[src/rtl/sha256_pkg.sv]
// Shared types, constants and round functions for the SHA-256 hasher.
// Depends on nothing; every other file in rtl/ imports it.
package sha256_pkg;

	localparam int unsigned QUEUE_DEPTH = 4;
	localparam int unsigned BLOCK_WORDS = 16;
	localparam int unsigned ROUNDS      = 64;

	localparam logic [31:0] PAD_MARK = 32'h8000_0000;
	localparam logic [7:0]  PAD_BYTE = 8'h80;
	localparam logic [2:0]  FULL_BYTES = 3'd4;

	typedef struct packed {
		logic [31:0] msg_word;
		logic [2:0]  valid_bytes;
		logic        is_last;
	} in_t;

	typedef struct packed {
		logic [31:0] digest_word;
		logic [2:0]  word_index;
		logic        digest_last;
	} out_t;

	// queue entry: word already masked and marked, byte count saturated
	typedef struct packed {
		logic [31:0] word;
		logic [2:0]  nbytes;
		logic        last;
	} q_entry_t;

	typedef enum logic [2:0] {
		ST_FILL,
		ST_PAD,
		ST_ROUND,
		ST_ADD,
		ST_OUT
	} st_t;

	localparam logic [31:0] IV [8] = '{
		32'h6a09e667, 32'hbb67ae85, 32'h3c6ef372, 32'ha54ff53a,
		32'h510e527f, 32'h9b05688c, 32'h1f83d9ab, 32'h5be0cd19
	};

	localparam logic [31:0] K [64] = '{
		32'h428a2f98, 32'h71374491, 32'hb5c0fbcf, 32'he9b5dba5,
		32'h3956c25b, 32'h59f111f1, 32'h923f82a4, 32'hab1c5ed5,
		32'hd807aa98, 32'h12835b01, 32'h243185be, 32'h550c7dc3,
		32'h72be5d74, 32'h80deb1fe, 32'h9bdc06a7, 32'hc19bf174,
		32'he49b69c1, 32'hefbe4786, 32'h0fc19dc6, 32'h240ca1cc,
		32'h2de92c6f, 32'h4a7484aa, 32'h5cb0a9dc, 32'h76f988da,
		32'h983e5152, 32'ha831c66d, 32'hb00327c8, 32'hbf597fc7,
		32'hc6e00bf3, 32'hd5a79147, 32'h06ca6351, 32'h14292967,
		32'h27b70a85, 32'h2e1b2138, 32'h4d2c6dfc, 32'h53380d13,
		32'h650a7354, 32'h766a0abb, 32'h81c2c92e, 32'h92722c85,
		32'ha2bfe8a1, 32'ha81a664b, 32'hc24b8b70, 32'hc76c51a3,
		32'hd192e819, 32'hd6990624, 32'hf40e3585, 32'h106aa070,
		32'h19a4c116, 32'h1e376c08, 32'h2748774c, 32'h34b0bcb5,
		32'h391c0cb3, 32'h4ed8aa4a, 32'h5b9cca4f, 32'h682e6ff3,
		32'h748f82ee, 32'h78a5636f, 32'h84c87814, 32'h8cc70208,
		32'h90befffa, 32'ha4506ceb, 32'hbef9a3f7, 32'hc67178f2
	};

	function automatic logic [31:0] rotr(input logic [31:0] x, input int unsigned n);
		rotr = (x >> n) | (x << (32 - n));
	endfunction

	function automatic logic [31:0] big_sigma0(input logic [31:0] x);
		big_sigma0 = rotr(x, 2) ^ rotr(x, 13) ^ rotr(x, 22);
	endfunction

	function automatic logic [31:0] big_sigma1(input logic [31:0] x);
		big_sigma1 = rotr(x, 6) ^ rotr(x, 11) ^ rotr(x, 25);
	endfunction

	function automatic logic [31:0] small_sigma0(input logic [31:0] x);
		small_sigma0 = rotr(x, 7) ^ rotr(x, 18) ^ (x >> 3);
	endfunction

	function automatic logic [31:0] small_sigma1(input logic [31:0] x);
		small_sigma1 = rotr(x, 17) ^ rotr(x, 19) ^ (x >> 10);
	endfunction

endpackage

[src/rtl/sha256_front.sv]
// Input side of the hasher: accepts message beats and classifies them.
// Saturates the byte count, masks unused bytes and inserts the 0x80 marker.
// Depends on sha256_pkg.
module sha256_front (
	input  logic                 msg_valid,
	output logic                 msg_ready,
	input  sha256_pkg::in_t      msg,
	output logic                 push_valid,
	input  logic                 push_ready,
	output sha256_pkg::q_entry_t push_data
);
	import sha256_pkg::*;

	logic [2:0] nb;

	always_comb begin
		if (!msg.is_last) begin
			nb = FULL_BYTES;
		end else if (msg.valid_bytes inside {[3'd5:3'd7]}) begin
			nb = FULL_BYTES;
		end else begin
			nb = msg.valid_bytes;
		end
	end

	always_comb begin
		case (nb)
			3'd0: push_data.word = PAD_MARK;
			3'd1: push_data.word = {msg.msg_word[31:24], PAD_BYTE, 16'h0000};
			3'd2: push_data.word = {msg.msg_word[31:16], PAD_BYTE, 8'h00};
			3'd3: push_data.word = {msg.msg_word[31:8], PAD_BYTE};
			default: push_data.word = msg.msg_word;
		endcase
		push_data.nbytes = nb;
		push_data.last   = msg.is_last;
	end

	assign push_valid       = msg_valid;
	assign msg_ready        = push_ready;

endmodule

[src/rtl/sha256_fifo.sv]
// Short queue between the input classifier and the compression engine.
// Depends on sha256_pkg for the entry type.
module sha256_fifo #(
	parameter int unsigned DEPTH = sha256_pkg::QUEUE_DEPTH
) (
	input  logic                 clk,
	input  logic                 arst_n,
	input  logic                 push_valid,
	output logic                 push_ready,
	input  sha256_pkg::q_entry_t push_data,
	output logic                 pop_valid,
	input  logic                 pop_ready,
	output sha256_pkg::q_entry_t pop_data
);
	import sha256_pkg::*;

	localparam int unsigned PW = (DEPTH > 1) ? $clog2(DEPTH) : 1;
	localparam int unsigned CW = $clog2(DEPTH + 1);
	localparam logic [PW-1:0] LAST_PTR = PW'(DEPTH - 1);
	localparam logic [CW-1:0] FULL_CNT = CW'(DEPTH);

	q_entry_t        mem_q [DEPTH];
	logic [PW-1:0]   wr_ptr_q, rd_ptr_q;
	logic [CW-1:0]   count_q;
	logic            do_push, do_pop;

	assign push_ready = (count_q != FULL_CNT);
	assign pop_valid  = (count_q != '0);
	assign pop_data   = mem_q[rd_ptr_q];
	assign do_push    = push_valid && push_ready;
	assign do_pop     = pop_valid && pop_ready;

	always_ff @(posedge clk) begin
		if (do_push) begin
			mem_q[wr_ptr_q] <= push_data;
		end
	end

	always_ff @(posedge clk or negedge arst_n) begin
		if (!arst_n) begin
			wr_ptr_q <= '0;
			rd_ptr_q <= '0;
			count_q  <= '0;
		end else begin
			if (do_push) begin
				wr_ptr_q <= (wr_ptr_q == LAST_PTR) ? '0 : wr_ptr_q + 1'b1;
			end
			if (do_pop) begin
				rd_ptr_q <= (rd_ptr_q == LAST_PTR) ? '0 : rd_ptr_q + 1'b1;
			end
			if (do_push && !do_pop) begin
				count_q <= count_q + 1'b1;
			end else if (do_pop && !do_push) begin
				count_q <= count_q - 1'b1;
			end
		end
	end

endmodule

[src/rtl/sha256_back.sv]
// Compression engine: 16-word schedule shift line, one round per cycle,
// padding sequencer and digest output register. Depends on sha256_pkg.
module sha256_back (
	input  logic                 clk,
	input  logic                 arst_n,
	input  logic                 q_valid,
	output logic                 q_ready,
	input  sha256_pkg::q_entry_t q_data,
	output logic                 dig_valid,
	input  logic                 dig_ready,
	output sha256_pkg::out_t     dig
);
	import sha256_pkg::*;

	st_t          st_q, st_d;
	logic [3:0]   cnt_q;        // words in the schedule line
	logic [5:0]   rnd_q;
	logic [2:0]   oidx_q;
	logic         padding_q, mark_q, lenblk_q;
	logic [63:0]  blen_q;
	logic [31:0]  chain_q [8];
	logic [31:0]  v_q [8];
	logic [31:0]  w_q [BLOCK_WORDS];
	logic         ovalid_q;
	out_t         out_q;

	// control
	logic         pop, shift_en, start_cmp, load_out;
	logic [31:0]  shift_word, pad_word, sched_new;
	logic [31:0]  t1, t2;

	assign q_ready   = pop;
	assign dig_valid = ovalid_q;
	assign dig       = out_q;

	// next state
	always_comb begin
		st_d = st_q;
		case (st_q)
			ST_FILL: begin
				if (q_valid) begin
					if (cnt_q == 4'd15) begin
						st_d = ST_ROUND;
					end else if (q_data.last) begin
						st_d = ST_PAD;
					end
				end
			end
			ST_PAD: begin
				if (cnt_q == 4'd15) begin
					st_d = ST_ROUND;
				end
			end
			ST_ROUND: begin
				if (rnd_q == 6'(ROUNDS - 1)) begin
					st_d = ST_ADD;
				end
			end
			ST_ADD: begin
				if (!padding_q) begin
					st_d = ST_FILL;
				end else if (lenblk_q) begin
					st_d = ST_OUT;
				end else begin
					st_d = ST_PAD;
				end
			end
			ST_OUT: begin
				if (load_out && oidx_q == 3'd7) begin
					st_d = ST_FILL;
				end
			end
			default: st_d = ST_FILL;
		endcase
	end

	// padding word: marker, zeros, then the length in the last two slots
	always_comb begin
		if (mark_q) begin
			pad_word = PAD_MARK;
		end else if (lenblk_q && cnt_q == 4'd14) begin
			pad_word = blen_q[63:32];
		end else if (lenblk_q && cnt_q == 4'd15) begin
			pad_word = blen_q[31:0];
		end else begin
			pad_word = '0;
		end
	end

	assign sched_new = small_sigma1(w_q[14]) + w_q[9] + small_sigma0(w_q[1]) + w_q[0];

	assign t1 = v_q[7] + big_sigma1(v_q[4]) + ((v_q[4] & v_q[5]) ^ (~v_q[4] & v_q[6]))
		+ K[rnd_q] + w_q[0];
	assign t2 = big_sigma0(v_q[0]) + ((v_q[0] & v_q[1]) ^ (v_q[0] & v_q[2]) ^ (v_q[1] & v_q[2]));

	// outputs of the sequencer
	always_comb begin
		pop        = 1'b0;
		shift_en   = 1'b0;
		start_cmp  = 1'b0;
		load_out   = 1'b0;
		shift_word = sched_new;
		case (st_q)
			ST_FILL: begin
				pop        = q_valid;
				shift_en   = q_valid;
				start_cmp  = q_valid && (cnt_q == 4'd15);
				shift_word = q_data.word;
			end
			ST_PAD: begin
				shift_en   = 1'b1;
				start_cmp  = (cnt_q == 4'd15);
				shift_word = pad_word;
			end
			ST_ROUND: begin
				shift_en   = 1'b1;
			end
			ST_OUT: begin
				load_out   = !ovalid_q || dig_ready;
			end
			default: begin
				pop = 1'b0;
			end
		endcase
	end

	// payload registers
	always_ff @(posedge clk) begin
		if (shift_en) begin
			for (int i = 0; i < BLOCK_WORDS - 1; i++) begin
				w_q[i] <= w_q[i+1];
			end
			w_q[BLOCK_WORDS-1] <= shift_word;
		end
		if (start_cmp) begin
			v_q <= chain_q;
		end else if (st_q == ST_ROUND) begin
			v_q[7] <= v_q[6];
			v_q[6] <= v_q[5];
			v_q[5] <= v_q[4];
			v_q[4] <= v_q[3] + t1;
			v_q[3] <= v_q[2];
			v_q[2] <= v_q[1];
			v_q[1] <= v_q[0];
			v_q[0] <= t1 + t2;
		end
		if (load_out) begin
			out_q.digest_word <= chain_q[oidx_q];
			out_q.word_index  <= oidx_q;
			out_q.digest_last <= (oidx_q == 3'd7);
		end
	end

	// control and chaining state
	always_ff @(posedge clk or negedge arst_n) begin
		if (!arst_n) begin
			st_q      <= ST_FILL;
			cnt_q     <= '0;
			rnd_q     <= '0;
			oidx_q    <= '0;
			padding_q <= 1'b0;
			mark_q    <= 1'b0;
			lenblk_q  <= 1'b0;
			blen_q    <= '0;
			chain_q   <= IV;
			ovalid_q  <= 1'b0;
		end else begin
			st_q <= st_d;
			if (shift_en && st_q != ST_ROUND) begin
				cnt_q <= start_cmp ? '0 : cnt_q + 1'b1;
			end
			if (start_cmp) begin
				rnd_q <= '0;
			end else if (st_q == ST_ROUND) begin
				rnd_q <= rnd_q + 1'b1;
			end

			if (pop) begin
				blen_q <= blen_q + {58'd0, q_data.nbytes, 3'b000};
				if (q_data.last) begin
					padding_q <= 1'b1;
					mark_q    <= (q_data.nbytes == FULL_BYTES);
					lenblk_q  <= (cnt_q <= 4'd13);
				end
			end
			if (st_q == ST_PAD && mark_q) begin
				mark_q   <= 1'b0;
				lenblk_q <= (cnt_q <= 4'd13);
			end
			if (st_q == ST_ADD) begin
				for (int i = 0; i < 8; i++) begin
					chain_q[i] <= chain_q[i] + v_q[i];
				end
				// block ended before the length fit: next block carries it
				if (padding_q && !lenblk_q) begin
					lenblk_q <= 1'b1;
				end
			end

			if (load_out) begin
				ovalid_q <= 1'b1;
				oidx_q   <= oidx_q + 1'b1;
				if (oidx_q == 3'd7) begin
					chain_q   <= IV;
					blen_q    <= '0;
					padding_q <= 1'b0;
					lenblk_q  <= 1'b0;
				end
			end else if (dig_ready) begin
				ovalid_q <= 1'b0;
			end
		end
	end

endmodule

[src/rtl/sha256_hash.sv]
// SHA-256 hasher. Message words enter big-endian, one beat each, on msg; the
// beat marked is_last carries 0..4 bytes and closes the message, after which
// eight digest beats leave on dig, word_index 0 first. The engine takes one
// queued word per cycle into its schedule line while it fills a block and
// runs one round per cycle; a full 64-byte block is filled, run through the
// 64 rounds and added into the chaining state, and the engine takes no new
// words while it compresses. The closing beat adds the padding words and one
// or two compressions, then 8 output beats. A short input queue lets message
// beats be taken while the engine compresses.
// Depends on sha256_pkg, sha256_front, sha256_fifo and sha256_back.
module sha256_hash #(
	parameter int unsigned QDEPTH = sha256_pkg::QUEUE_DEPTH
) (
	input  logic             clk,
	input  logic             arst_n,
	input  logic             msg_valid,
	output logic             msg_ready,
	input  sha256_pkg::in_t  msg,
	output logic             dig_valid,
	input  logic             dig_ready,
	output sha256_pkg::out_t dig
);
	import sha256_pkg::*;

	logic     push_valid, push_ready, q_valid, q_ready;
	q_entry_t push_data, q_data;

	sha256_front u_front (
		.msg_valid  (msg_valid),
		.msg_ready  (msg_ready),
		.msg        (msg),
		.push_valid (push_valid),
		.push_ready (push_ready),
		.push_data  (push_data)
	);

	sha256_fifo #(
		.DEPTH (QDEPTH)
	) u_fifo (
		.clk        (clk),
		.arst_n     (arst_n),
		.push_valid (push_valid),
		.push_ready (push_ready),
		.push_data  (push_data),
		.pop_valid  (q_valid),
		.pop_ready  (q_ready),
		.pop_data   (q_data)
	);

	sha256_back u_back (
		.clk       (clk),
		.arst_n    (arst_n),
		.q_valid   (q_valid),
		.q_ready   (q_ready),
		.q_data    (q_data),
		.dig_valid (dig_valid),
		.dig_ready (dig_ready),
		.dig       (dig)
	);

endmodule

[config.mk]
export PLATFORM = sky130hd
export DESIGN_NAME = sha256_hash
export DESIGN_NICKNAME = d
export VERILOG_FILES = /design/src/rtl/sha256_pkg.sv /design/src/rtl/sha256_front.sv /design/src/rtl/sha256_fifo.sv /design/src/rtl/sha256_back.sv /design/src/rtl/sha256_hash.sv
export SDC_FILE = /design/constraint.sdc
export NUM_CORES = 2
export LEC_CHECK = 0
export ABC_AREA = 1
export BUFFER_PORTS_ARGS = -buffer_cell sky130_fd_sc_hd__buf_2
export CORE_MARGIN = 10
export CORE_UTILIZATION = 26
export DETAILED_ROUTE_END_ITERATION = 16
export GPL_TIMING_DRIVEN = 0
export PLACE_DENSITY = 0.36
export SYNTH_ARGS = -nofsm -noshare
export SYNTH_HDL_FRONTEND = slang
export SYNTH_HIERARCHICAL = 1
export SYNTH_SLANG_ARGS = --single-unit
export TNS_END_PERCENT = 20
[constraint.sdc]
create_clock -name clk -period 20.7 [get_ports clk]
set_clock_uncertainty 0.1 [all_clocks]
set_input_delay 1.035 -clock clk [delete_from_list [all_inputs] [get_ports clk]]
set_output_delay 1.035 -clock clk [all_outputs]
set_load 0.05 [all_outputs]
==> impl_results.md <==
* Post-place instance area at 89600 um2
* Later-pin clock latency in the skew report at 0.88 ns
* Xor-xnor portion of the synthesized cell area at 4.32%
* Violations in the final reports: capacitance limit, slew limit
* Placer congestion estimate at 0.965
* Fraction of final layout cells with drive strength greater than 1 at 7.13%
* CP max-delay cell: sky130_fd_sc_hd__xor2_1
* Adder and majority cell fraction of the synthesized area at 10.9%
* Maximum capacitance violations at 3
* Cell count after synthesis at 9618
* Number of storage elements in the synthesis netlist at 1292
* Final wirelength at 439 mm
* Die area at 343000 um2
* Synthesized cell area at 83200 um2
* Data required, critical path at 21.21 ns
* Arrival time of the worst setup path at 11.51 ns
* Worst hold-check path type: flop to flop
* Max clock buf depth at 4
* Worst Tran Pin Value at 1.56 ns
* Largest family of logic cells by synthesized area: simple AND/OR/NAND/NOR gates
* Fraction of the mapped netlist area in compound gates at 15.5%
* Largest fanout on the critical path at 13
* Post-CTS Setup Bufs at 0
* Startpoint Class: flop
* Top-area cell type share of the netlist area at 34.2%
* Residual antenna-violating net count after detailed routing at 0
* Post-synthesis async set-or-reset flop share at 26.6%
* Fraction of the yosys area taken by sequential cells at 44.7%
* HPWL after detailed placement at 352 mm
* Number of warnings reported in the yosys synthesis log at 6
* Input/output buffers at 76
* Total negative slack at 0 ns
* Placeable Area at 318000 um2
* Most common cell in the synthesized netlist: sky130_fd_sc_hd__nand2_1
* Max-Slew Margin vs Limit at -4.11%
* Crit path largest cell delay at 0.79 ns
* Final critical delay including setup and external delays at 11.00 ns
* Number of CTS-inserted buffers at 169
* Total number of vias at 73196
* Total Nets Final at 10539
* Residual DRC count at 0
* CP endpoint kind: flop
* Maximum number of pins on one net before global-route repair at 104
* CTS tree: built
* Category of the critical setup timing path: flop to flop
* Cell types with the largest area share after synthesis: sky130_fd_sc_hd__edfxtp_1 (34%), sky130_fd_sc_hd__nand2_1 (8.1%), sky130_fd_sc_hd__inv_1 (6.4%)
* Starting density of the core at 26.1%
* Status: finished with violations
* Setup violators final at 0
* Global router's overall resource usage at 24.7%
* Fraction of synthesized area in multiplexers at 0%
* Clock root buffer: sky130_fd_sc_hd__clkbuf_16
* Number of search-and-repair iterations in the first detailed-routing pass at 9
* Antenna violations before repair at 56
* Unrepaired setup endpoints after global routing: false
* Congestion Overflow GR at 0
* Highest clock frequency the design can meet at 0.0909 GHz
* Layout overhead on the synthesized area at 14.5%
* Final instance area at 95300 um2
* First-pass GRT wire length at 595 mm
* Largest area contributor in the synthesized netlist: sky130_fd_sc_hd__edfxtp_1
* Cell row count at 207
* Die extent in x at 586 um
* Most used flip-flop cell after synthesis: sky130_fd_sc_hd__edfxtp_1
* Depth of the CTS H-tree at 4
* Post-Syn Nets at 10263
* Vias in the first global route at 70499
* Syn Area/Cell at 8.65 um2
* Number of hold violations in the final report at 0
* Most instantiated cells after synthesis: sky130_fd_sc_hd__nand2_1 (1791), sky130_fd_sc_hd__inv_1 (1430), sky130_fd_sc_hd__edfxtp_1 (948)
* Average vias per placed instance at 5.14
* Average wire per cell in the routed design at 30.8 um
* Number of enable-type register cells in the synthesized netlist at 948
* Ports placed on the boundary at 78
* Fin. max-slew vios at 22
* Clock-pin slew on the worst setup and hold paths at 0.06 ns
* Number of filler cells placed in the layout at 33841
* Period utilization at 53.1%
* Total clock sinks at 1292
* Post-synth cell types at 66
* Die Y at 586 um
* DRC violation total after the first TritonRoute iteration at 8269
* Synthesized-area fraction occupied by and/or/nand/nor cells at 16.4%
## critical path, delay by kind of cell, from the launching register on
family,cells,cell delay (ns)
xor+xnor,1,0.79
compound gates,7,1.72
flops,1,0.59
fa+ha+maj,7,3.04
simple gates,17,2.50
buf+inv,10,1.96
## kinds of logic (layout without fill, tap and decap cells)
| family | after synthesis | after routing |
|---|---|---|
| buffers and inverters | 1748 | 2161 |
| adder cells (fa/ha/maj) | 605 | 605 |
| flip-flops | 1292 | 1292 |
| other | 0 | 20 |
| AO/OA/AOI/OAI | 2285 | 2285 |
| XOR/XNOR | 411 | 411 |
| AND/OR/NAND/NOR | 3277 | 3277 |
## stage by stage
stage               instances  utilization, %  hold WS, ns  setup WS [ns]
floorplan                9618               -        0.300           7.62
global placement        13874            27.9        0.301           1.23
detailed placement      13902            28.2        0.305           9.80
CTS                     14211            29.9        0.252           9.72
global route            14213            29.9        0.298           9.13
finish                  14231            29.9        0.295           9.70
## registers in the layout, indices dropped and copies added (netlist names)
signal            flops
u_back/v_q          256
u_back/oidx_q         3
u_fifo/mem_q        144
u_back/blen_q        61
u_fifo/wr_ptr_q       2
u_fifo/count_q        3
u_back/lenblk_q       1
u_back/st_q           3
u_fifo/rd_ptr_q       2
u_back/dig_valid      1
u_back/rnd_q          6
u_back/w_q          512
u_back/mark_q         1
u_back/chain_q      256
u_back/padding_q      1
u_back/cnt_q          4
u_back/dig           36
## path summary, 6_finish.rpt
check | startpoint | endpoint | slack [ns] | cells after the start
max in group asynchronous | arst_n | u_back/chain_q[26] | 18.53 | 4
max | u_back/rnd_q[0] | u_back/v_q[255] | 9.70 | 42
max reg2reg | u_back/rnd_q[0] | u_back/v_q[255] | 9.70 | 42
min | u_back/w_q[1][171] | u_back/w_q[1][139] | 0.30 | 0
min in group asynchronous | arst_n | u_back/chain_q[215] | 0.58 | 2
min reg2reg | u_back/w_q[1][171] | u_back/w_q[1][139] | 0.30 | 0
## per-layer routing
metal	vias up	track usage, %	wire length [um]
li1	33049	-	-
met1	36580	35.3	200000
met2	2995	38.0	190000
met3	568	4.02	30900
met4	4	8.35	18000
met5	-	0	21
## cells in the final DEF, fill, tap and decap left out, types with 15 or more instances in the layout
| master | netlist | layout |
|---|---|---|
| sky130_fd_sc_hd__nand2_1 | 1791 | 1790 |
| sky130_fd_sc_hd__inv_1 | 1430 | 1428 |
| sky130_fd_sc_hd__edfxtp_1 | 948 | 948 |
| sky130_fd_sc_hd__o21ai_0 | 947 | 947 |
| sky130_fd_sc_hd__nor2_1 | 735 | 731 |
| sky130_fd_sc_hd__a21oi_1 | 725 | 725 |
| sky130_fd_sc_hd__ha_1 | 408 | 408 |
| sky130_fd_sc_hd__nand3_1 | 397 | 397 |
| sky130_fd_sc_hd__xor2_1 | 248 | 248 |
| sky130_fd_sc_hd__clkbuf_1 | 207 | 218 |
| sky130_fd_sc_hd__dfrtp_1 | 208 | 208 |
| sky130_fd_sc_hd__fa_1 | 197 | 197 |
| sky130_fd_sc_hd__o211ai_1 | 194 | 194 |
| sky130_fd_sc_hd__clkbuf_16 | 0 | 173 |
| sky130_fd_sc_hd__xnor2_1 | 163 | 163 |
| sky130_fd_sc_hd__dfstp_2 | 136 | 136 |
| sky130_fd_sc_hd__buf_2 | 56 | 134 |
| sky130_fd_sc_hd__nor3_1 | 127 | 126 |
| sky130_fd_sc_hd__a31oi_1 | 79 | 79 |
| sky130_fd_sc_hd__nand4_1 | 76 | 76 |
| sky130_fd_sc_hd__o21bai_1 | 67 | 67 |
| sky130_fd_sc_hd__a21o_1 | 67 | 67 |
| sky130_fd_sc_hd__or2_2 | 51 | 51 |
| sky130_fd_sc_hd__a21boi_0 | 32 | 32 |
| sky130_fd_sc_hd__nor4_1 | 31 | 31 |
| sky130_fd_sc_hd__o221ai_1 | 27 | 27 |
| sky130_fd_sc_hd__clkinv_1 | 1 | 26 |
| sky130_fd_sc_hd__a221oi_1 | 26 | 26 |
| sky130_fd_sc_hd__clkinv_2 | 0 | 25 |
| sky130_fd_sc_hd__clkbuf_2 | 0 | 25 |
| sky130_fd_sc_hd__o21ai_1 | 21 | 21 |
| sky130_fd_sc_hd__diode_2 | 0 | 20 |
| sky130_fd_sc_hd__buf_1 | 22 | 20 |
| sky130_fd_sc_hd__o22ai_1 | 19 | 19 |
| sky130_fd_sc_hd__buf_16 | 0 | 18 |
| sky130_fd_sc_hd__nand3b_1 | 17 | 17 |
| sky130_fd_sc_hd__clkbuf_8 | 0 | 16 |
| sky130_fd_sc_hd__bufinv_16 | 0 | 16 |
| sky130_fd_sc_hd__inv_2 | 14 | 15 |
## area by class of cell
type | instances | area, um2 | share of cell area, %
multi-input cells | 6578 | 39300 | 41.2
flip-flops and latches | 1292 | 37200 | 39.1
inverters | 1445 | 5430 | 5.70
well taps | 4180 | 5230 | 5.49
clock buffers | 225 | 4680 | 4.92
plain buffers | 303 | 1350 | 1.42
repair buffers | 105 | 1070 | 1.12
clock inverters | 83 | 920 | 0.965
diodes | 20 | 50.0 | 0.0525
## what timing repair did
item / in CTS / in global routing
endpoints found under the hold margin: 19 / 0
endpoints found under the setup margin: 0 / 0
hold buffers: 1 / 0
resized for setup: 0 / 0
Power is left out: the tool's default activity adds up to more than one toggle a clock period on the data nets, which glitch-free logic cannot reach.
